$ cat src/hdl/ppis_pkg.sv
// Shared constants, word types and helper functions for the packed palette index store.
// Used by every module of the block; depends on nothing.
package ppis_pkg;

    localparam int STORE_WORDS    = 4096;
    localparam int MAX_ENTRY_BITS = 12;
    localparam int WORD_BITS      = 64;
    localparam int OFF_W          = $clog2(WORD_BITS);
    localparam int STORE_BITS     = STORE_WORDS * WORD_BITS;
    localparam int FILL_W         = $clog2(STORE_BITS + 1);
    localparam int WIDX_W         = FILL_W - OFF_W;

    localparam int CMD_W = 2;
    localparam int VAL_W = 12;
    localparam int IDX_W = 17;
    localparam int PAL_W = 13;
    localparam int CNT_W = 18;
    localparam int ST_W  = 2;

    localparam int EW_W    = $clog2(MAX_ENTRY_BITS + 1);
    localparam int START_W = IDX_W + EW_W;
    localparam int K_W     = START_W - OFF_W;
    localparam int KC_W    = (K_W > WIDX_W) ? K_W : WIDX_W;
    localparam int EXT_W   = WORD_BITS + MAX_ENTRY_BITS;

    localparam int BANK_DEPTH = STORE_WORDS / 2;
    localparam int BANK_AW    = $clog2(BANK_DEPTH);

    localparam int QUEUE_DEPTH = 2;
    localparam int QPTR_W      = $clog2(QUEUE_DEPTH);
    localparam int QCNT_W      = $clog2(QUEUE_DEPTH + 1);

    localparam logic [CNT_W-1:0] COUNT_MAX   = '1;
    localparam logic [CNT_W-1:0] ENTRY_LIMIT = CNT_W'(STORE_BITS / 2);

    localparam int CFG_IDX_W  = 1;
    localparam int CFG_DATA_W = 13;
    localparam logic [CFG_IDX_W-1:0] REG_PALETTE_COUNT = 1'd0;
    localparam logic [CFG_IDX_W-1:0] REG_AIR_INDEX     = 1'd1;

    localparam logic [CMD_W-1:0] CMD_APPEND = 2'd0;
    localparam logic [CMD_W-1:0] CMD_READ   = 2'd1;
    localparam logic [CMD_W-1:0] CMD_CLEAR  = 2'd2;

    localparam logic [ST_W-1:0] ST_OK    = 2'd0;
    localparam logic [ST_W-1:0] ST_INDEX = 2'd1;
    localparam logic [ST_W-1:0] ST_VALUE = 2'd2;
    localparam logic [ST_W-1:0] ST_FULL  = 2'd3;

    typedef struct packed {
        logic [CMD_W-1:0] command;
        logic [VAL_W-1:0] value;
        logic [IDX_W-1:0] index;
    } item_t;

    typedef struct packed {
        logic [VAL_W-1:0] read_value;
        logic [ST_W-1:0]  status;
        logic [CNT_W-1:0] entry_count;
    } result_t;

    // decoded command handed from front to back
    typedef struct packed {
        logic [CMD_W-1:0]          command;
        logic                      val_bad;
        logic [EW_W-1:0]           width;
        logic [MAX_ENTRY_BITS-1:0] entry;
        logic [IDX_W-1:0]          index;
        logic [START_W-1:0]        start;
    } op_t;

    // entry width: bit length of palette_count-1, clamped to [2, MAX_ENTRY_BITS]
    function automatic logic [EW_W-1:0] entry_bits(input logic [PAL_W-1:0] pc);
        logic [PAL_W-1:0]               top;
        logic [$clog2(PAL_W+1)-1:0]     n;
        top = (pc == '0) ? '0 : pc - 1'b1;
        n   = '0;
        for (int i = 0; i < PAL_W; i++)
        begin
            if (top[i])
            begin
                n = ($clog2(PAL_W+1))'(i + 1);
            end
        end
        if (n < 2)
        begin
            n = ($clog2(PAL_W+1))'(2);
        end
        if (n > MAX_ENTRY_BITS)
        begin
            n = ($clog2(PAL_W+1))'(MAX_ENTRY_BITS);
        end
        return EW_W'(n);
    endfunction

    function automatic logic [MAX_ENTRY_BITS-1:0] entry_mask(input logic [EW_W-1:0] w);
        logic [MAX_ENTRY_BITS-1:0] m;
        for (int i = 0; i < MAX_ENTRY_BITS; i++)
        begin
            m[i] = (i < w);
        end
        return m;
    endfunction

endpackage

$ cat src/hdl/ppis_queue.sv
// Short FIFO of decoded commands between front and back.
// Depends on ppis_pkg.
module ppis_queue
    import ppis_pkg::*;
(
    input  logic clk,
    input  logic rst_n,
    input  logic push,
    input  op_t  push_op,
    output logic full,
    input  logic pop,
    output logic head_valid,
    output op_t  head
);

    op_t               q_mem [QUEUE_DEPTH];
    logic [QPTR_W-1:0] wr_ptr_reg, wr_ptr_next;
    logic [QPTR_W-1:0] rd_ptr_reg, rd_ptr_next;
    logic [QCNT_W-1:0] cnt_reg, cnt_next;

    always_comb
    begin
        wr_ptr_next = push ? wr_ptr_reg + 1'b1 : wr_ptr_reg;
        rd_ptr_next = pop ? rd_ptr_reg + 1'b1 : rd_ptr_reg;
        cnt_next    = cnt_reg;
        if (push && !pop)
        begin
            cnt_next = cnt_reg + 1'b1;
        end
        else if (pop && !push)
        begin
            cnt_next = cnt_reg - 1'b1;
        end
    end

    always_ff @(posedge clk or negedge rst_n)
    begin
        if (!rst_n)
        begin
            wr_ptr_reg <= '0;
            rd_ptr_reg <= '0;
            cnt_reg    <= '0;
        end
        else
        begin
            wr_ptr_reg <= wr_ptr_next;
            rd_ptr_reg <= rd_ptr_next;
            cnt_reg    <= cnt_next;
        end
    end

    always_ff @(posedge clk)
    begin
        if (push)
        begin
            q_mem[wr_ptr_reg] <= push_op;
        end
    end

    assign full       = (cnt_reg == QCNT_W'(QUEUE_DEPTH));
    assign head_valid = (cnt_reg != '0);
    assign head       = q_mem[rd_ptr_reg];

endmodule

$ cat config.mk
export PLATFORM = sky130hd
export DESIGN_NAME = ppis_queue
export DESIGN_NICKNAME = d
export VERILOG_FILES = /design/src/hdl/ppis_pkg.sv /design/src/hdl/ppis_queue.sv
export SDC_FILE = /design/constraint.sdc
export NUM_CORES = 1
export LEC_CHECK = 0
export BUFFER_PORTS_ARGS = -buffer_cell sky130_fd_sc_hd__buf_2
export CORE_MARGIN = 5
export CORE_UTILIZATION = 35
export CTS_CLUSTER_DIAMETER = 80
export DETAILED_ROUTE_END_ITERATION = 8
export GPL_TIMING_DRIVEN = 0
export PLACE_DENSITY_LB_ADDON = 0.12
export SLEW_MARGIN = 10
export SYNTH_ARGS = -nofsm -noshare
export SYNTH_HDL_FRONTEND = slang
export SYNTH_SLANG_ARGS = --single-unit
$ cat constraint.sdc
create_clock -name clk -period 7.6 [get_ports clk]
set_clock_uncertainty 0.1 [all_clocks]
set_input_delay 1.52 -clock clk [delete_from_list [all_inputs] [get_ports clk]]
set_output_delay 1.52 -clock clk [all_outputs]
set_load 0.005 [all_outputs]
==> results.md <==
* FP Rows at 40
* Psw at 545.4 µW
* Core area at approximately 12000 µm²
* ANT cells at 0
* Setup repair after global routing missed its margin: false
* Initial DRC count at 79
* Maximum vdd drop at around 0.19 mV
* Number of setup violations in the final report at 0
* WP buf/inv at 3
* Hold-fix buffers at CTS at 0
* # Max-Cap Violations at 0
* WHS at 382.5 ps
* Crit-path cells: buf_6 > buf_6 > mux2_4 > buf_2
* Hpwl dp at roughly 5400 µm
* Comb pwr share at 0.272
* TritonRoute pass-1 iters at 4
* Die H at 121.8 µm
* FF/Latch Area at 3523 µm²
* Leakage power at 0.002242 µW
* Clock share of power at 0.305
* Initial antenna violation count at 0
* Worst EP required at approximately 6000 ps
* CTS buffer count at 17
* Final Hold Vio Count at 0
* GRT overflow at 0
* Fin crit share at 0.4268
* Largest net degree at the start of global routing at 37
* Relative slew slack at 0.6448
* Internal at 1581 µW
* Flop pwr share at 0.423
* Unique masters post-synth at 14
* Arrival time worst endpoint at 1620 ps
* Fmax at 308.3 MHz
* CTS tree: done
* Mapped Avg Cell Area at roughly 23 µm²
* Synth Cell Area at 4378 µm²
* Vias in the first global route at between 2000 and 2500
* Sequential area share after synthesis at 0.8048
* Initial core utilization at 0.3600
* Multi-input gate area at 812.0 µm²
* Worst-path clk slew at 50 ps
* CP max-delay cell: dfrtp_1
* Resized cells post-CTS at 0
* Overall routing resource usage at 0.1134
* Post-Syn Nets at 255
* CP dominant cell by count: buf_6
* Gpl congestion at 0.6855
* WL final at 8082 µm
* Die area at 14850 µm²
* Routed wire length per instance at 15.72 µm
* Synth warn at 0
* Seq cells post-synth at 118
* Startpoint Class: flop
* Number of routed nets with antenna violations at 0
* Run status: completed
* First-pass GRT wire length at 12290 µm
* Clock Tree Root: clkbuf_16
* Max Root-Sink Buffers at 2
* Later-pin clock latency in the skew report at 400 ps
* PD cells at ~370 nW/µm²
* Crit. End Element: primary output
* Setup TNS at 0 ps
* Vias per cell at 4.346
* Post-CTS setup buffers at 0
* NumNets Final at 396
* Vias at 2234
* Critical-path maximum fanout at 10
* Worst Hold Class: flop to flop
* Number of clock sinks at 118
* Sw Ratio at 0.2565
* Commonest cells after routing, fill and taps aside: 122 x buf_2, 114 x edfxtp_1, 37 x mux2_2, 20 x mux2_4, 17 x clkbuf_16
* Most common cell after layout, fill and taps aside: buf_2
* Crit-path max cell delay at 400 ps
* DIE WIDTH at 121.8 µm
* FILL cells at ~1100
* Area grow syn2layout at 31.18%
* Fin. max-slew vios at 0
* # DRC at 0
* Layout cell share with drive strength beyond 1 at 0.6012
* Minimum clock period after layout at between 3000 and 4000 ps
* IO Pins at 120
* H-tree Lvls at 4
* Slew @ Worst Pin at between 500 and 600 ps
* Cells after Synth at 193
* Max reg flops at 114
* Port Buffers at ~120
* CP top delay family: buffers and inverters
* Kind of critical path: flop to primary output
metal layers:
metal  global-route usage  wire length, µm  share of wire  up-vias
li1                     -                -              -     1046
met2               0.1619             3579           0.44       91
met5                    0                0              0        -
met1               0.1366             3583           0.44     1087
met4              0.05042               87          0.011        0
met3              0.06964              832           0.10       10
per-stage QoR:
stage | total power (µW) | instance area, µm² | utilization | setup WS, ps | std cells
finish | 2126 | 5743 | 0.4722 | 4356 | 514
global placement | 1498 | 5184 | 0.4262 | 1015 | 480
detailed placement | 1511 | 5261 | 0.4326 | 4720 | 483
CTS | 2168 | 5743 | 0.4722 | 4292 | 514
global route | 2249 | 5743 | 0.4722 | 4240 | 514
floorplan | 1260 | 4378 | - | 2986 | 193
worst reg2reg max path, cell delays in order (launching register included):
cell,delay [ps]
dfrtp_1,430
nor2b_4,470
buf_12,260
final timing paths:
path / slack (ps) / cells past startpoint / startpoint / endpoint
setup / recovery: 4360 / 4 / rd_ptr_reg$_DFFE_PN0P_ / head[13]
hold / removal: 380 / 1 / cnt_reg[1]$_DFFE_PN0P_ / cnt_reg[1]$_DFFE_PN0P_
max in group asynchronous: 6450 / 1 / rst_n / cnt_reg[1]$_DFFE_PN0P_
setup reg to reg: 6030 / 2 / wr_ptr_reg$_DFFE_PN0P_ / q_mem[0][15]$_DFFE_PP_
min in group asynchronous: 820 / 1 / rst_n / wr_ptr_reg$_DFFE_PN0P_
hold reg to reg: 380 / 1 / cnt_reg[1]$_DFFE_PN0P_ / cnt_reg[1]$_DFFE_PN0P_
cell usage after synthesis, drive strengths merged:
master  instances  area [µm²]
xor2            4       35.03
ha              1       12.51
inv             1       3.750
or2             1       6.260
dfrtp           4       100.1
nor2            1       3.750
mux2           57       716.9
edfxtp        114        3423
buf             6       48.79
and2            1       6.260
xnor2           1       8.760
nor2b           2       12.51
layout make-up:
| type | instances | area share |
|---|---|---|
| Buffer | 6 | 0.008497 |
| Clock buffer | 22 | 0.07734 |
| Clock inverter | 9 | 0.006536 |
| Inverter | 1 | 0.0006536 |
| Multi-Input combinational cell | 68 | 0.1414 |
| Sequential cell | 118 | 0.6135 |
| Tap cell | 168 | 0.03660 |
| Timing Repair Buffer | 122 | 0.1155 |
power by group through the flow:
stage | Combinational [µW] | Clock [µW] | Sequential, µW
4_1_cts | 601 | 667 | 900
5_1_grt | 635 | 704 | 909
6_report | 578 | 649 | 899
2_1_floorplan | 349 | 0 | 911
3_5_place_dp | 599 | 0 | 912
3_3_place_gp | 574 | 0 | 924
logic make-up after synthesis:
group,count (synthesis),synth area share
simple gates,5,0.006574
mux,57,0.1638
buf+inv,7,0.01200
flops,118,0.8048
xor+xnor,5,0.01000
fa+ha+maj,1,0.002858
(Power assumes the default switching activity.)
