`src/hdl/ppis_pkg.sv`:
```
// Shared constants, word types and helper functions for the packed palette index store.
// Used by every module of the block; depends on nothing.
package ppis_pkg;

    localparam int STORE_WORDS    = 4096;
    localparam int MAX_ENTRY_BITS = 12;
    localparam int WORD_BITS      = 64;
    localparam int OFF_W          = $clog2(WORD_BITS);
    localparam int STORE_BITS     = STORE_WORDS * WORD_BITS;
    localparam int FILL_W         = $clog2(STORE_BITS + 1);
    localparam int WIDX_W         = FILL_W - OFF_W;

    localparam int CMD_W = 2;
    localparam int VAL_W = 12;
    localparam int IDX_W = 17;
    localparam int PAL_W = 13;
    localparam int CNT_W = 18;
    localparam int ST_W  = 2;

    localparam int EW_W    = $clog2(MAX_ENTRY_BITS + 1);
    localparam int START_W = IDX_W + EW_W;
    localparam int K_W     = START_W - OFF_W;
    localparam int KC_W    = (K_W > WIDX_W) ? K_W : WIDX_W;
    localparam int EXT_W   = WORD_BITS + MAX_ENTRY_BITS;

    localparam int BANK_DEPTH = STORE_WORDS / 2;
    localparam int BANK_AW    = $clog2(BANK_DEPTH);

    localparam int QUEUE_DEPTH = 2;
    localparam int QPTR_W      = $clog2(QUEUE_DEPTH);
    localparam int QCNT_W      = $clog2(QUEUE_DEPTH + 1);

    localparam logic [CNT_W-1:0] COUNT_MAX   = '1;
    localparam logic [CNT_W-1:0] ENTRY_LIMIT = CNT_W'(STORE_BITS / 2);

    localparam int CFG_IDX_W  = 1;
    localparam int CFG_DATA_W = 13;
    localparam logic [CFG_IDX_W-1:0] REG_PALETTE_COUNT = 1'd0;
    localparam logic [CFG_IDX_W-1:0] REG_AIR_INDEX     = 1'd1;

    localparam logic [CMD_W-1:0] CMD_APPEND = 2'd0;
    localparam logic [CMD_W-1:0] CMD_READ   = 2'd1;
    localparam logic [CMD_W-1:0] CMD_CLEAR  = 2'd2;

    localparam logic [ST_W-1:0] ST_OK    = 2'd0;
    localparam logic [ST_W-1:0] ST_INDEX = 2'd1;
    localparam logic [ST_W-1:0] ST_VALUE = 2'd2;
    localparam logic [ST_W-1:0] ST_FULL  = 2'd3;

    typedef struct packed {
        logic [CMD_W-1:0] command;
        logic [VAL_W-1:0] value;
        logic [IDX_W-1:0] index;
    } item_t;

    typedef struct packed {
        logic [VAL_W-1:0] read_value;
        logic [ST_W-1:0]  status;
        logic [CNT_W-1:0] entry_count;
    } result_t;

    // decoded command handed from front to back
    typedef struct packed {
        logic [CMD_W-1:0]          command;
        logic                      val_bad;
        logic [EW_W-1:0]           width;
        logic [MAX_ENTRY_BITS-1:0] entry;
        logic [IDX_W-1:0]          index;
        logic [START_W-1:0]        start;
    } op_t;

    // entry width: bit length of palette_count-1, clamped to [2, MAX_ENTRY_BITS]
    function automatic logic [EW_W-1:0] entry_bits(input logic [PAL_W-1:0] pc);
        logic [PAL_W-1:0]               top;
        logic [$clog2(PAL_W+1)-1:0]     n;
        top = (pc == '0) ? '0 : pc - 1'b1;
        n   = '0;
        for (int i = 0; i < PAL_W; i++)
        begin
            if (top[i])
            begin
                n = ($clog2(PAL_W+1))'(i + 1);
            end
        end
        if (n < 2)
        begin
            n = ($clog2(PAL_W+1))'(2);
        end
        if (n > MAX_ENTRY_BITS)
        begin
            n = ($clog2(PAL_W+1))'(MAX_ENTRY_BITS);
        end
        return EW_W'(n);
    endfunction

    function automatic logic [MAX_ENTRY_BITS-1:0] entry_mask(input logic [EW_W-1:0] w);
        logic [MAX_ENTRY_BITS-1:0] m;
        for (int i = 0; i < MAX_ENTRY_BITS; i++)
        begin
            m[i] = (i < w);
        end
        return m;
    endfunction

endpackage

```
`src/hdl/ppis_front.sv`:
```
// Front end: configuration registers, item intake and decode (air swap, range check,
// entry width, bit start of a read). Depends on ppis_pkg.
module ppis_front
    import ppis_pkg::*;
(
    input  logic                  clk,
    input  logic                  rst_n,
    input  logic                  cfg_valid,
    output logic                  cfg_ready,
    input  logic [CFG_IDX_W-1:0]  cfg_index,
    input  logic [CFG_DATA_W-1:0] cfg_data,
    input  logic                  item_valid,
    output logic                  item_stall,
    input  item_t                 item,
    input  logic                  q_full,
    output logic                  push,
    output op_t                   push_op
);

    logic [PAL_W-1:0] palette_count_reg;
    logic [VAL_W-1:0] air_index_reg;
    logic [EW_W-1:0]  width;
    logic [VAL_W-1:0] swapped;

    assign cfg_ready = 1'b1;

    always_ff @(posedge clk or negedge rst_n)
    begin
        if (!rst_n)
        begin
            palette_count_reg <= PAL_W'(1);
            air_index_reg     <= '0;
        end
        else if (cfg_valid)
        begin
            case (cfg_index)
                REG_PALETTE_COUNT: palette_count_reg <= cfg_data[PAL_W-1:0];
                REG_AIR_INDEX:     air_index_reg     <= cfg_data[VAL_W-1:0];
                default: ;
            endcase
        end
    end

    always_comb
    begin
        width = entry_bits(palette_count_reg);
        if (item.value == '0)
        begin
            swapped = air_index_reg;
        end
        else if (item.value == air_index_reg)
        begin
            swapped = '0;
        end
        else
        begin
            swapped = item.value;
        end
        push_op.command = item.command;
        push_op.val_bad = (PAL_W'(item.value) >= palette_count_reg)
                       || (PAL_W'(swapped) >= palette_count_reg);
        push_op.width   = width;
        push_op.entry   = MAX_ENTRY_BITS'(swapped) & entry_mask(width);
        push_op.index   = item.index;
        push_op.start   = START_W'(item.index) * START_W'(width);
    end

    assign item_stall = q_full;
    assign push       = item_valid && !q_full;

endmodule

```
`config.mk`:
```
export PLATFORM = sky130hd
export DESIGN_NAME = ppis_front
export DESIGN_NICKNAME = d
export VERILOG_FILES = /design/src/hdl/ppis_pkg.sv /design/src/hdl/ppis_front.sv
export SDC_FILE = /design/constraint.sdc
export NUM_CORES = 1
export LEC_CHECK = 0
export BUFFER_PORTS_ARGS = -buffer_cell sky130_fd_sc_hd__buf_2
export CORE_ASPECT_RATIO = 0.9
export CORE_MARGIN = 8
export CORE_UTILIZATION = 45
export CTS_CLUSTER_SIZE = 30
export DETAILED_ROUTE_END_ITERATION = 12
export PLACE_DENSITY_LB_ADDON = 0.1
export SYNTH_ARGS = -nofsm -noshare
export SYNTH_HDL_FRONTEND = slang
export SYNTH_SLANG_ARGS = --single-unit
export TNS_END_PERCENT = 1
```
`constraint.sdc`:
```
create_clock -name clk -period 9.9 [get_ports clk]
set_input_delay 2.475 -clock clk [delete_from_list [all_inputs] [get_ports clk]]
set_output_delay 2.475 -clock clk [all_outputs]
set_load 0.05 [all_outputs]
```
==> flow_summary_export.csv, run 1 <==
group,metric,value,unit
grt,overflow,0,
route,avgViaCountPerCell,5.77,
final_layout,area_growth,11.9,%
logic_synthesis,synth_edf_count,0,
clock_network,worstSkewPairLatency,260,ps
timing,min_period,9370,ps
power,clock_power_share,7.1,%
grt,grt_pass1_vias,4215,
final_layout,multi_input_area,3590,µm²
critical_path,crit_buf_inv,2,
floorplan,dieHeight,112,µm
floorplan,fp.dieArea,13800,µm²
final_layout,stdcell_area,5170,µm²
clock_network,root_buffer,"clkbuf_16",
timing,finalSetupTns,0,ps
clock_network,cts.sinks,25,
clock_network,htreeDepth,1,
clock_network,clkTransAtPathRegs,60,ps
timing,fin_ws,531,ps
clock_network,ctsHoldBuffers,0,
final_layout,num-fill-cells,974,
timing,hold_viol_final,0,
critical_path,cp_max_fo,18,
route,vias,4249,
route,dr.pass1.iters,6,
floorplan,start_util,45.7,%
logic_synthesis,synth_xor_area_share,5.12,%
timing,finClkSkew,0,ps
logic_synthesis,synth_warnings,0,
floorplan,fp.coreArea,10100,µm²
timing,relSlewSlack,57.7,%
grt,grt_max_degree,26,
placed_design,port_buffers,104,
logic_synthesis,syn_area_per_cell,8.66,µm²
grt,met3_usage,2.26,%
timing,max_freq,107,MHz
timing,period_share,94.6,%
final_layout,largest_reg_flops,13,
logic_synthesis,synth_fa_ha_area_share,26.8,%
final_layout,drive_gt1_share,23.7,%
timing,rsz0062_at_grt,"false",
route,finalWirelength,12500,µm
logic_synthesis,synth_common_cells,"63 x and2_1, 51 x ha_1, 39 x inv_1",
final_layout,final_net_count,740,
logic_synthesis,synthFlopType,"dfrtp_1",
final_layout,seq_area,627,µm²
logic_synthesis,postSynthNetCount,664,
route,ant_nets,0,
clock_network,cts_buffers,3,
power,power_frac_comb,81.7,%
logic_synthesis,synth_top_area_share,13.8,%
route,drt_iter0_drc,276,
logic_synthesis,yosysTopAreaCell,"ha_1",
power,power_density,241,nW/µm²
grt,grt_first_pass_wirelength,20700,µm
critical_path,cp_top_family,"compound AO/OA/AOI/OAI gates",
hold_path,min_path_type,"flip-flop to flip-flop",
placed_design,place.gp.congestion,0.900,
logic_synthesis,synth_cells,533,
placed_design,hpwl,10300,µm
clock_network,cts_buffer_depth,2,
final_layout,diodes,0,
logic_synthesis,async_reset_ff_share,100,%
floorplan,fp.dieW,123,µm
power,pwr-share-seq,11.1,%
critical_path,cp.required,7430,ps
critical_path,slowest_stage,"or4b_4",
critical_path,crit_top_cell,"fa_1",
logic_synthesis,synth_compound_area_share,20.7,%
grt,grt-busiest-layer,"met2",
power,p_switching,0.753,mW
power,intPower,0.490,mW
logic_synthesis,mappedNetlistArea,4620,µm²
floorplan,ios,110,
route,drc,0,
timing,finalSetupViolations,0,
timing,worstMarginPinSlew,631,ps
clock_network,cts_tree,"yes",
logic_synthesis,synth.area.top_cells,"ha_1 14%, dfrtp_1 13%, fa_1 13%",
power,ir_worst_vdd,288,µV
critical_path,slowest_delay,540,ps
critical_path,worst_ep_arrival_time,6890,ps
placed_design,dpl_worst_slack,539,ps
floorplan,rows,35,
grt,antenna_found_initial,0,
grt,use_met1,26.3,%
logic_synthesis,ys_ff_latch,25,
grt,use_met2,27.9,%
timing,maxSlewViolCount,0,
critical_path,crit_type,"flip-flop to output port",
grt,grt.total_usage,18.1,%
critical_path,critPathCaptureType,"output port",
logic_synthesis,seq_area_frac_synth,13.6,%
logic_synthesis,synth.distinct_cells,69,
power,switching_share,60.6,%
logic_synthesis,synthMuxAreaShare,3.17,%
placed_design,place_area,5070,µm²
job,maxCapViolations,0,
logic_synthesis,synth_top_family_by_area,"adder cells",
critical_path,start_kind,"flip-flop",
status,status,"completed",
logic_synthesis,synth_most_common_cell,"and2_1",
route,routedWlPerCell,17.0,µm
power,leakage,2.49,nW
critical_path,path_cells,"inv_1 -> ha_1 -> or4b_4 -> nor3_4 -> nand4_1 -> a21oi_1 -> or2_2 -> a41o_4 -> and2_1 -> fa_1 -> fa_1 -> fa_1 -> a211oi_2 -> nor4_1 -> o31ai_2 -> o21ai_1 -> o31ai_1 -> or4b_1 -> o311ai_1 -> buf_2",
logic_synthesis,synthSimpleGateAreaFrac,21.9,%
[timing repair]
item	in CTS	in global routing
endpoints found under the setup margin	0	1
setup buffers	0	2
gates resized for setup	0	1
[power groups by stage]
stage          combinational (mW)  sequential [mW]  clock (mW)
3_3_place_gp                 1.01            0.139           0
5_1_grt                      1.11            0.141      0.0949
2_1_floorplan               0.829            0.131           0
6_report                     1.02            0.138      0.0889
4_1_cts                      1.02            0.138      0.0911
3_5_place_dp                 1.02            0.140           0
[placed cells by master (no fill, tap or decap), types with 3 or more instances in the layout]
| cell | Yosys | final |
|---|---|---|
| clkbuf_16 | 0 | 3 |
| o21a_1 | 7 | 7 |
| nor4_1 | 7 | 7 |
| nor3_1 | 4 | 4 |
| o211ai_1 | 4 | 4 |
| xnor2_1 | 12 | 12 |
| nand4_1 | 7 | 7 |
| a211oi_1 | 3 | 3 |
| a21oi_1 | 26 | 26 |
| o21ai_0 | 22 | 22 |
| and3_1 | 6 | 6 |
| fa_1 | 30 | 30 |
| buf_4 | 22 | 5 |
| ha_1 | 51 | 51 |
| or2_2 | 4 | 4 |
| mux2_2 | 13 | 13 |
| buf_2 | 6 | 104 |
| a31oi_1 | 7 | 7 |
| nand2_1 | 35 | 35 |
| a22o_1 | 14 | 14 |
| inv_1 | 39 | 39 |
| and2_1 | 63 | 63 |
| o22ai_1 | 3 | 3 |
| nand3_1 | 11 | 11 |
| dfrtp_1 | 24 | 24 |
| nor2_1 | 11 | 11 |
| nor2b_1 | 7 | 7 |
| o31ai_1 | 8 | 7 |
| o21bai_1 | 4 | 4 |
| o21ai_1 | 3 | 3 |
| a21o_1 | 12 | 12 |
| nand2b_1 | 3 | 3 |
| xor2_1 | 15 | 15 |
[stage by stage]
step,std cells,total power [mW],hold WS (ps),util (%)
finish,737,1.24,561,51.1
global route,737,1.35,587,51.1
CTS,735,1.25,565,50.9
detailed placement,731,1.16,549,50.1
global placement,731,1.15,536,50.1
floorplan,533,0.960,523,-
[routing by layer]
layer  share of wire, %  wire length [µm]  vias up
met3                7.4               927       16
met5                  0                 0        -
met4                1.2               145        0
li1                   -                 -     2033
met1                 48              6000     2031
met2                 43              5440      169
[layout make-up]
class,instances,share of cell area [%]
timing repair buffer,109,10.8
tap,129,3.12
inverter,39,2.83
clock buffer,4,1.53
sequential,25,12.1
multi-input combinational,431,69.6
[kinds of logic (layout without fill, tap and decap cells)]
family | Yosys count | in the layout
AO/OA/AOI/OAI | 135 | 135
AND/OR/NAND/NOR | 174 | 174
adder cells (fa/ha/maj) | 81 | 81
flip-flops | 25 | 25
multiplexers | 13 | 13
XOR/XNOR | 27 | 27
other | 1 | 1
buffers and inverters | 77 | 152
[worst paths after layout]
kind | depth (start not counted) | end | from | slack [ps]
setup reg to reg | 2 | palette_count_reg[2]$_DFFE_PN0P_ | palette_count_reg[2]$_DFFE_PN0P_ | 8920
setup / recovery | 20 | push_op[20] | palette_count_reg[1]$_DFFE_PN0P_ | 530
min in group asynchronous | 1 | air_index_reg[2]$_DFFE_PN0P_ | rst_n | 2200
hold / removal | 1 | air_index_reg[4]$_DFFE_PN0P_ | air_index_reg[4]$_DFFE_PN0P_ | 560
hold reg to reg | 1 | air_index_reg[4]$_DFFE_PN0P_ | air_index_reg[4]$_DFFE_PN0P_ | 560
max in group asynchronous | 1 | palette_count_reg[0]$_DFFE_PN1P_ | rst_n | 7320
Power figures use the tool's default switching activity.
==> run 2, diff against run 1 <==
--- a/config.mk
+++ b/config.mk
@@ -7,2 +7,3 @@
 export LEC_CHECK = 0
+export ABC_AREA = 1
 export BUFFER_PORTS_ARGS = -buffer_cell sky130_fd_sc_hd__buf_2
@@ -13,3 +14,3 @@
 export DETAILED_ROUTE_END_ITERATION = 12
-export PLACE_DENSITY_LB_ADDON = 0.1
+export PLACE_DENSITY = 0.75
 export SYNTH_ARGS = -nofsm -noshare
--- a/constraint.sdc
+++ b/constraint.sdc
@@ -3,2 +3,2 @@
 set_output_delay 2.475 -clock clk [all_outputs]
-set_load 0.05 [all_outputs]
+set_load 0.1 [all_outputs]
==> run 2 against run 1 <==
Against the previous run: combinational power is 18% higher; critical path depth is 1 lower; critical endpoint is now push_op[18]; total power is 14% higher; highest routed layer unchanged; clock skew stayed put; largest cell class unchanged.
==> flow_summary_export.csv, run 2 <==
group,metric,value,unit
placed_design,place.gp.congestion,0.919,
logic_synthesis,postSynthNetCount,785,
grt,antenna_found_initial,0,
final_layout,final_util,50.7,%
hold_path,min_path_type,"flip-flop to flip-flop",
clock_network,cts_buffer_depth,2,
power,power,1.42,mW
power,intPower,0.411,mW
logic_synthesis,seq_area_frac_synth,13.7,%
placed_design,port_buffers,104,
final_layout,drive_gt1_share,19.1,%
grt,grt.total_usage,17.2,%
timing,fin_ws,1390,ps
grt,grt_pass1_vias,4207,
final_layout,largest_reg_flops,13,
logic_synthesis,yosysTopAreaCell,"ha_1",
timing,hold_viol_final,0,
logic_synthesis,synth.distinct_cells,45,
critical_path,worst_ep_arrival_time,6030,ps
logic_synthesis,synth.area.top_cells,"ha_1 14%, dfrtp_1 13%, fa_1 13%",
final_layout,layout_common_cells,"132 x nand2_1, 104 x buf_2, 103 x inv_1",
timing,worstMarginPinSlew,711,ps
logic_synthesis,synth_cells,654,
timing,finalSetupViolations,0,
grt,overflow,0,
clock_network,post-cts-setup-buffers,0,
timing,maxSlewViolCount,0,
final_layout,area_growth,11.8,%
clock_network,cts_buffers,3,
route,vias,4374,
floorplan,start_util,45.4,%
clock_network,worstSkewPairLatency,260,ps
power,clock_power_share,6.2,%
route,avgViaCountPerCell,5.08,
power,ir_worst_vdd,318,µV
critical_path,critPathCaptureType,"output port",
power,switching_share,71.1,%
clock_network,cts_tree,"yes",
logic_synthesis,synthFlopType,"dfrtp_1",
clock_network,cts_resized,0,
critical_path,reg2reg_from,"palette_count_reg[12]$_DFFE_PN0P_",
timing,max_freq,118,MHz
logic_synthesis,synth_edf_count,0,
route,finalWirelength,11600,µm
job,maxCapViolations,0,
floorplan,fp.coreArea,10100,µm²
placed_design,hpwl,10100,µm
hold_path,hold_start,"air_index_reg[11]$_DFFE_PN0P_",
logic_synthesis,syn_area_per_cell,6.99,µm²
logic_synthesis,ys_ff_latch,25,
route,drt_iter0_drc,291,
clock_network,root_buffer,"clkbuf_16",
critical_path,critPathLaunch,"item[1]",
grt,grt_first_pass_wirelength,19600,µm
floorplan,fp.dieArea,13600,µm²
floorplan,rows,35,
timing,hold-worst-slack,485,ps
final_layout,diodes,0,
logic_synthesis,synth_most_common_cell,"nand2_1",
logic_synthesis,async_reset_ff_share,100,%
grt,grt_max_degree,27,
final_layout,stdcell_area,5110,µm²
power,power_density,278,nW/µm²
power,power_frac_comb,84.5,%
route,dr.pass1.iters,5,
critical_path,start_kind,"primary input",
timing,period_share,85.9,%
status,status,"completed",
route,routedWlPerCell,13.5,µm
critical_path,cp_max_fo,5,
final_layout,instances_no_fill,861,
floorplan,dieHeight,112,µm
final_layout,mostFrequentLayoutCell,"nand2_1",
timing,finClkSkew,0,ps
logic_synthesis,synth_top_area_share,14.0,%
final_layout,final_net_count,864,
logic_synthesis,synth_common_cells,"132 x nand2_1, 103 x inv_1, 81 x nor2_1",
clock_network,ctsHoldBuffers,0,
route,drc,0,
floorplan,fp.dieW,122,µm
power,p_switching,1.01,mW
timing,min_period,8510,ps
clock_network,clkTransAtPathRegs,60,ps
route,ant_nets,0,
timing,rsz0062_at_grt,"false",
placed_design,place_area,5030,µm²
power,leakage,2.95,nW
logic_synthesis,mappedNetlistArea,4570,µm²
timing,finalSetupTns,0,ps
floorplan,ios,110,
timing,relSlewSlack,52.5,%
logic_synthesis,synth_warnings,0,
critical_path,cp.required,7430,ps
clock_network,htreeDepth,1,
clock_network,cts.sinks,25,
critical_path,crit_type,"primary input to output port",
placed_design,place_inst,857,
placed_design,dpl_worst_slack,1400,ps
power,pwr-share-seq,9.3,%
## run 2: cell count changes after synthesis, sizes merged, moves of 12 or more
cell / before / now
nor2: 12 / 91
inv: 39 / 107
a21o: 12 / 0
mux2: 13 / 0
o21ai: 25 / 48
nand2: 35 / 140
and2: 63 / 1
## run 2: area by class of cell
cell class                      count  area [µm²]
Clock buffer                        3        75.1
Clock inverter                      1        5.00
Fill cell                        1047        4960
Inverter                          108         408
Multi-Input combinational cell    491        3310
Sequential cell                    25         627
Tap cell                          129         161
Timing Repair Buffer              104         520
## run 2: worst paths after layout
| kind | end | slack (ps) | depth (start not counted) |
|---|---|---|---|
| max | push_op[18] | 1390 | 19 |
| max in group asynchronous | palette_count_reg[0]$_DFFE_PN1P_ | 7350 | 1 |
| min reg2reg | air_index_reg[11]$_DFFE_PN0P_ | 480 | 2 |
| min in group asynchronous | air_index_reg[8]$_DFFE_PN0P_ | 2190 | 1 |
| min | air_index_reg[11]$_DFFE_PN0P_ | 480 | 2 |
| max reg2reg | palette_count_reg[12]$_DFFE_PN0P_ | 9030 | 2 |
## run 2: routing by layer
layer	vias up	global-route usage, %	share of wire [%]	wire length, µm
met5	-	0	0	0
li1	2233	-	-	-
met3	15	1.57	6.2	718
met4	0	4.06	1.8	204
met2	135	28.4	47	5430
met1	1991	23.5	45	5280
## run 2: logic make-up after synthesis
kind of cell / after synthesis / synth area share [%]
AOI/OAI and AO/OA: 109 / 13.6
xor gates and xnor gates: 24 / 4.60
adders and majority gates: 81 / 27.1
buffers and inverters: 138 / 13.8
DFF: 25 / 13.7
other: 1 / 0.0821
and+or+nand+nor: 276 / 27.2
## run 2: power by group through the flow
stage,combinational (mW),clock (mW),sequential [mW]
detailed placement,1.20,0,0.134
floorplan,1.04,0,0.128
CTS,1.21,0.0906,0.132
finish,1.20,0.0880,0.133
global route,1.28,0.0953,0.134
global placement,1.20,0,0.133
## run 2: worst max-delay path, cell delays in order
cell and delay [ps]:
buf_2 100, inv_1 100, nor2_1 80, fa_1 520
fa_1 490, ha_1 390, nand2_1 90, inv_1 60
a21oi_1 70, o21ai_0 270, inv_1 90, o31ai_1 330
nand2_1 120, nor2_1 150, o21bai_1 100, nand2_1 70
nand2_1 50, nand2_1 50, buf_2 410
==> run 3, diff against run 2 <==
- CORE_UTILIZATION: 45 -> 56
- PLACE_DENSITY: 0.75 -> 0.89
==> run 3 against run 2 <==
Against the previous run: maximum frequency decreased by 0.68%; critical endpoint unchanged; largest cell class unchanged; setup slack lost 59 ps; largest power group unchanged; total power down 1.5%; clock power decreased by 33%; count of clock-buffer cells in the layout is the same; combinational power barely moved; core utilization grew 12 points; via count is 3.4% higher; hold slack better by 36 ps; die area fell by 17%; final area down 1.4%.
==> flow_summary_export.csv, run 3 (synthesis gave the netlist of run 2 again) <==
group,metric,value,unit
grt,grt_max_degree,27,
critical_path,cp_max_fo,5,
final_layout,largest_reg_flops,13,
power,p_switching,1.01,mW
final_layout,final_net_count,864,
critical_path,start_kind,"primary input",
final_layout,drive_gt1_share,19.1,%
final_layout,instances_no_fill,831,
timing,maxSlewViolCount,0,
floorplan,dieHeight,102,µm
timing,period_share,86.5,%
placed_design,hpwl,10700,µm
final_layout,final_util,63.1,%
clock_network,cts_tree,"yes",
timing,finClkSkew,0,ps
timing,rsz0062_at_grt,"false",
job,maxCapViolations,0,
floorplan,ios,110,
clock_network,cts_buffer_depth,2,
timing,min_period,8560,ps
clock_network,cts_buffers,3,
clock_network,cts.sinks,25,
power,power_frac_comb,86.1,%
power,power,1.40,mW
power,clock_power_share,4.2,%
clock_network,cts_resized,0,
floorplan,fp.dieW,111,µm
route,drc,0,
power,switching_share,72.5,%
route,avgViaCountPerCell,5.44,
status,status,"completed",
clock_network,post-cts-setup-buffers,0,
placed_design,port_buffers,104,
placed_design,place_inst,827,
floorplan,rows,31,
final_layout,mostFrequentLayoutCell,"nand2_1",
floorplan,fp.coreArea,7990,µm²
clock_network,ctsHoldBuffers,0,
final_layout,stdcell_area,5040,µm²
route,finalWirelength,12300,µm
floorplan,start_util,57.2,%
route,routedWlPerCell,14.8,µm
final_layout,layout_common_cells,"132 x nand2_1, 104 x buf_2, 103 x inv_1",
final_layout,diodes,0,
route,ant_nets,0,
critical_path,cp.required,7430,ps
timing,finalSetupViolations,0,
final_layout,area_growth,10.3,%
power,power_density,278,nW/µm²
grt,antenna_found_initial,0,
clock_network,worstSkewPairLatency,260,ps
critical_path,worst_ep_arrival_time,6090,ps
timing,max_freq,117,MHz
critical_path,crit_type,"primary input to output port",
route,drt_iter0_drc,356,
route,dr.pass1.iters,5,
power,leakage,2.93,nW
grt,grt.total_usage,21.6,%
power,pwr-share-seq,9.7,%
power,ir_worst_vdd,266,µV
critical_path,critPathCaptureType,"output port",
floorplan,fp.dieArea,11300,µm²
route,vias,4522,
grt,grt_pass1_vias,4513,
clock_network,htreeDepth,1,
clock_network,clkTransAtPathRegs,80,ps
timing,worstMarginPinSlew,679,ps
grt,grt_first_pass_wirelength,20800,µm
timing,relSlewSlack,54.6,%
grt,overflow,0,
clock_network,root_buffer,"clkbuf_8",
power,intPower,0.384,mW
timing,finalSetupTns,0,ps
placed_design,place.gp.congestion,0.953,
timing,hold_viol_final,0,
hold_path,min_path_type,"flip-flop to flip-flop",
placed_design,place_area,4990,µm²
==> run 3: cell type report <==
| class | instances | area (µm²) |
|---|---|---|
| multi-input cells | 491 | 3310 |
| inverters | 108 | 408 |
| flip-flops and latches | 25 | 627 |
| fillers | 739 | 2950 |
| repair buffers | 104 | 520 |
| clock inverters | 1 | 5.00 |
| well taps | 99 | 124 |
| clock buffers | 3 | 41.3 |
==> run 3: metal layers <==
| layer | up-vias | track usage, % | wire length (µm) |
|---|---|---|---|
| li1 | 2230 | - | - |
| met1 | 2083 | 29.3 | 5520 |
| met2 | 191 | 36.1 | 5620 |
| met3 | 18 | 3.08 | 996 |
| met4 | 0 | 3.58 | 144 |
| met5 | - | 0 | 0 |
==> run 3: metrics by stage <==
step | hold slack, ps | setup slack [ps]
final | 521 | 1340
after global routing | 532 | 924
after CTS | 522 | 1350
after detailed placement | 501 | 1370
after global placement | 472 | 1440
after floorplan | 453 | 816
==> run 3: worst paths after layout <==
check / startpoint / slack [ps] / end / depth (start not counted)
setup / recovery: item[1] / 1340 / push_op[18] / 19
hold / removal: air_index_reg[11]$_DFFE_PN0P_ / 520 / air_index_reg[11]$_DFFE_PN0P_ / 2
max in group asynchronous: rst_n / 7350 / palette_count_reg[0]$_DFFE_PN1P_ / 1
setup reg to reg: palette_count_reg[12]$_DFFE_PN0P_ / 9000 / palette_count_reg[12]$_DFFE_PN0P_ / 2
hold reg to reg: air_index_reg[11]$_DFFE_PN0P_ / 520 / air_index_reg[11]$_DFFE_PN0P_ / 2
min in group asynchronous: rst_n / 2180 / palette_count_reg[11]$_DFFE_PN0P_ / 1
==> run 3: power groups by stage <==
stage	Combinational (mW)	Sequential [mW]	Clock, mW
floorplan	1.04	0.128	0
global placement	1.19	0.134	0
detailed placement	1.21	0.136	0
CTS	1.21	0.134	0.0601
global route	1.30	0.136	0.0630
finish	1.20	0.135	0.0588
==> run 3: critical path: stages <==
cell and delay [ps]:
buf_2 100, inv_1 110, nor2_1 80, fa_1 530, fa_1 500, ha_1 380, nand2_1 90, inv_1 60
a21oi_1 80, o21ai_0 290, inv_1 100, o31ai_1 340, nand2_1 130, nor2_1 140, o21bai_1 100, nand2_1 70
nand2_1 50, nand2_1 50, buf_2 420
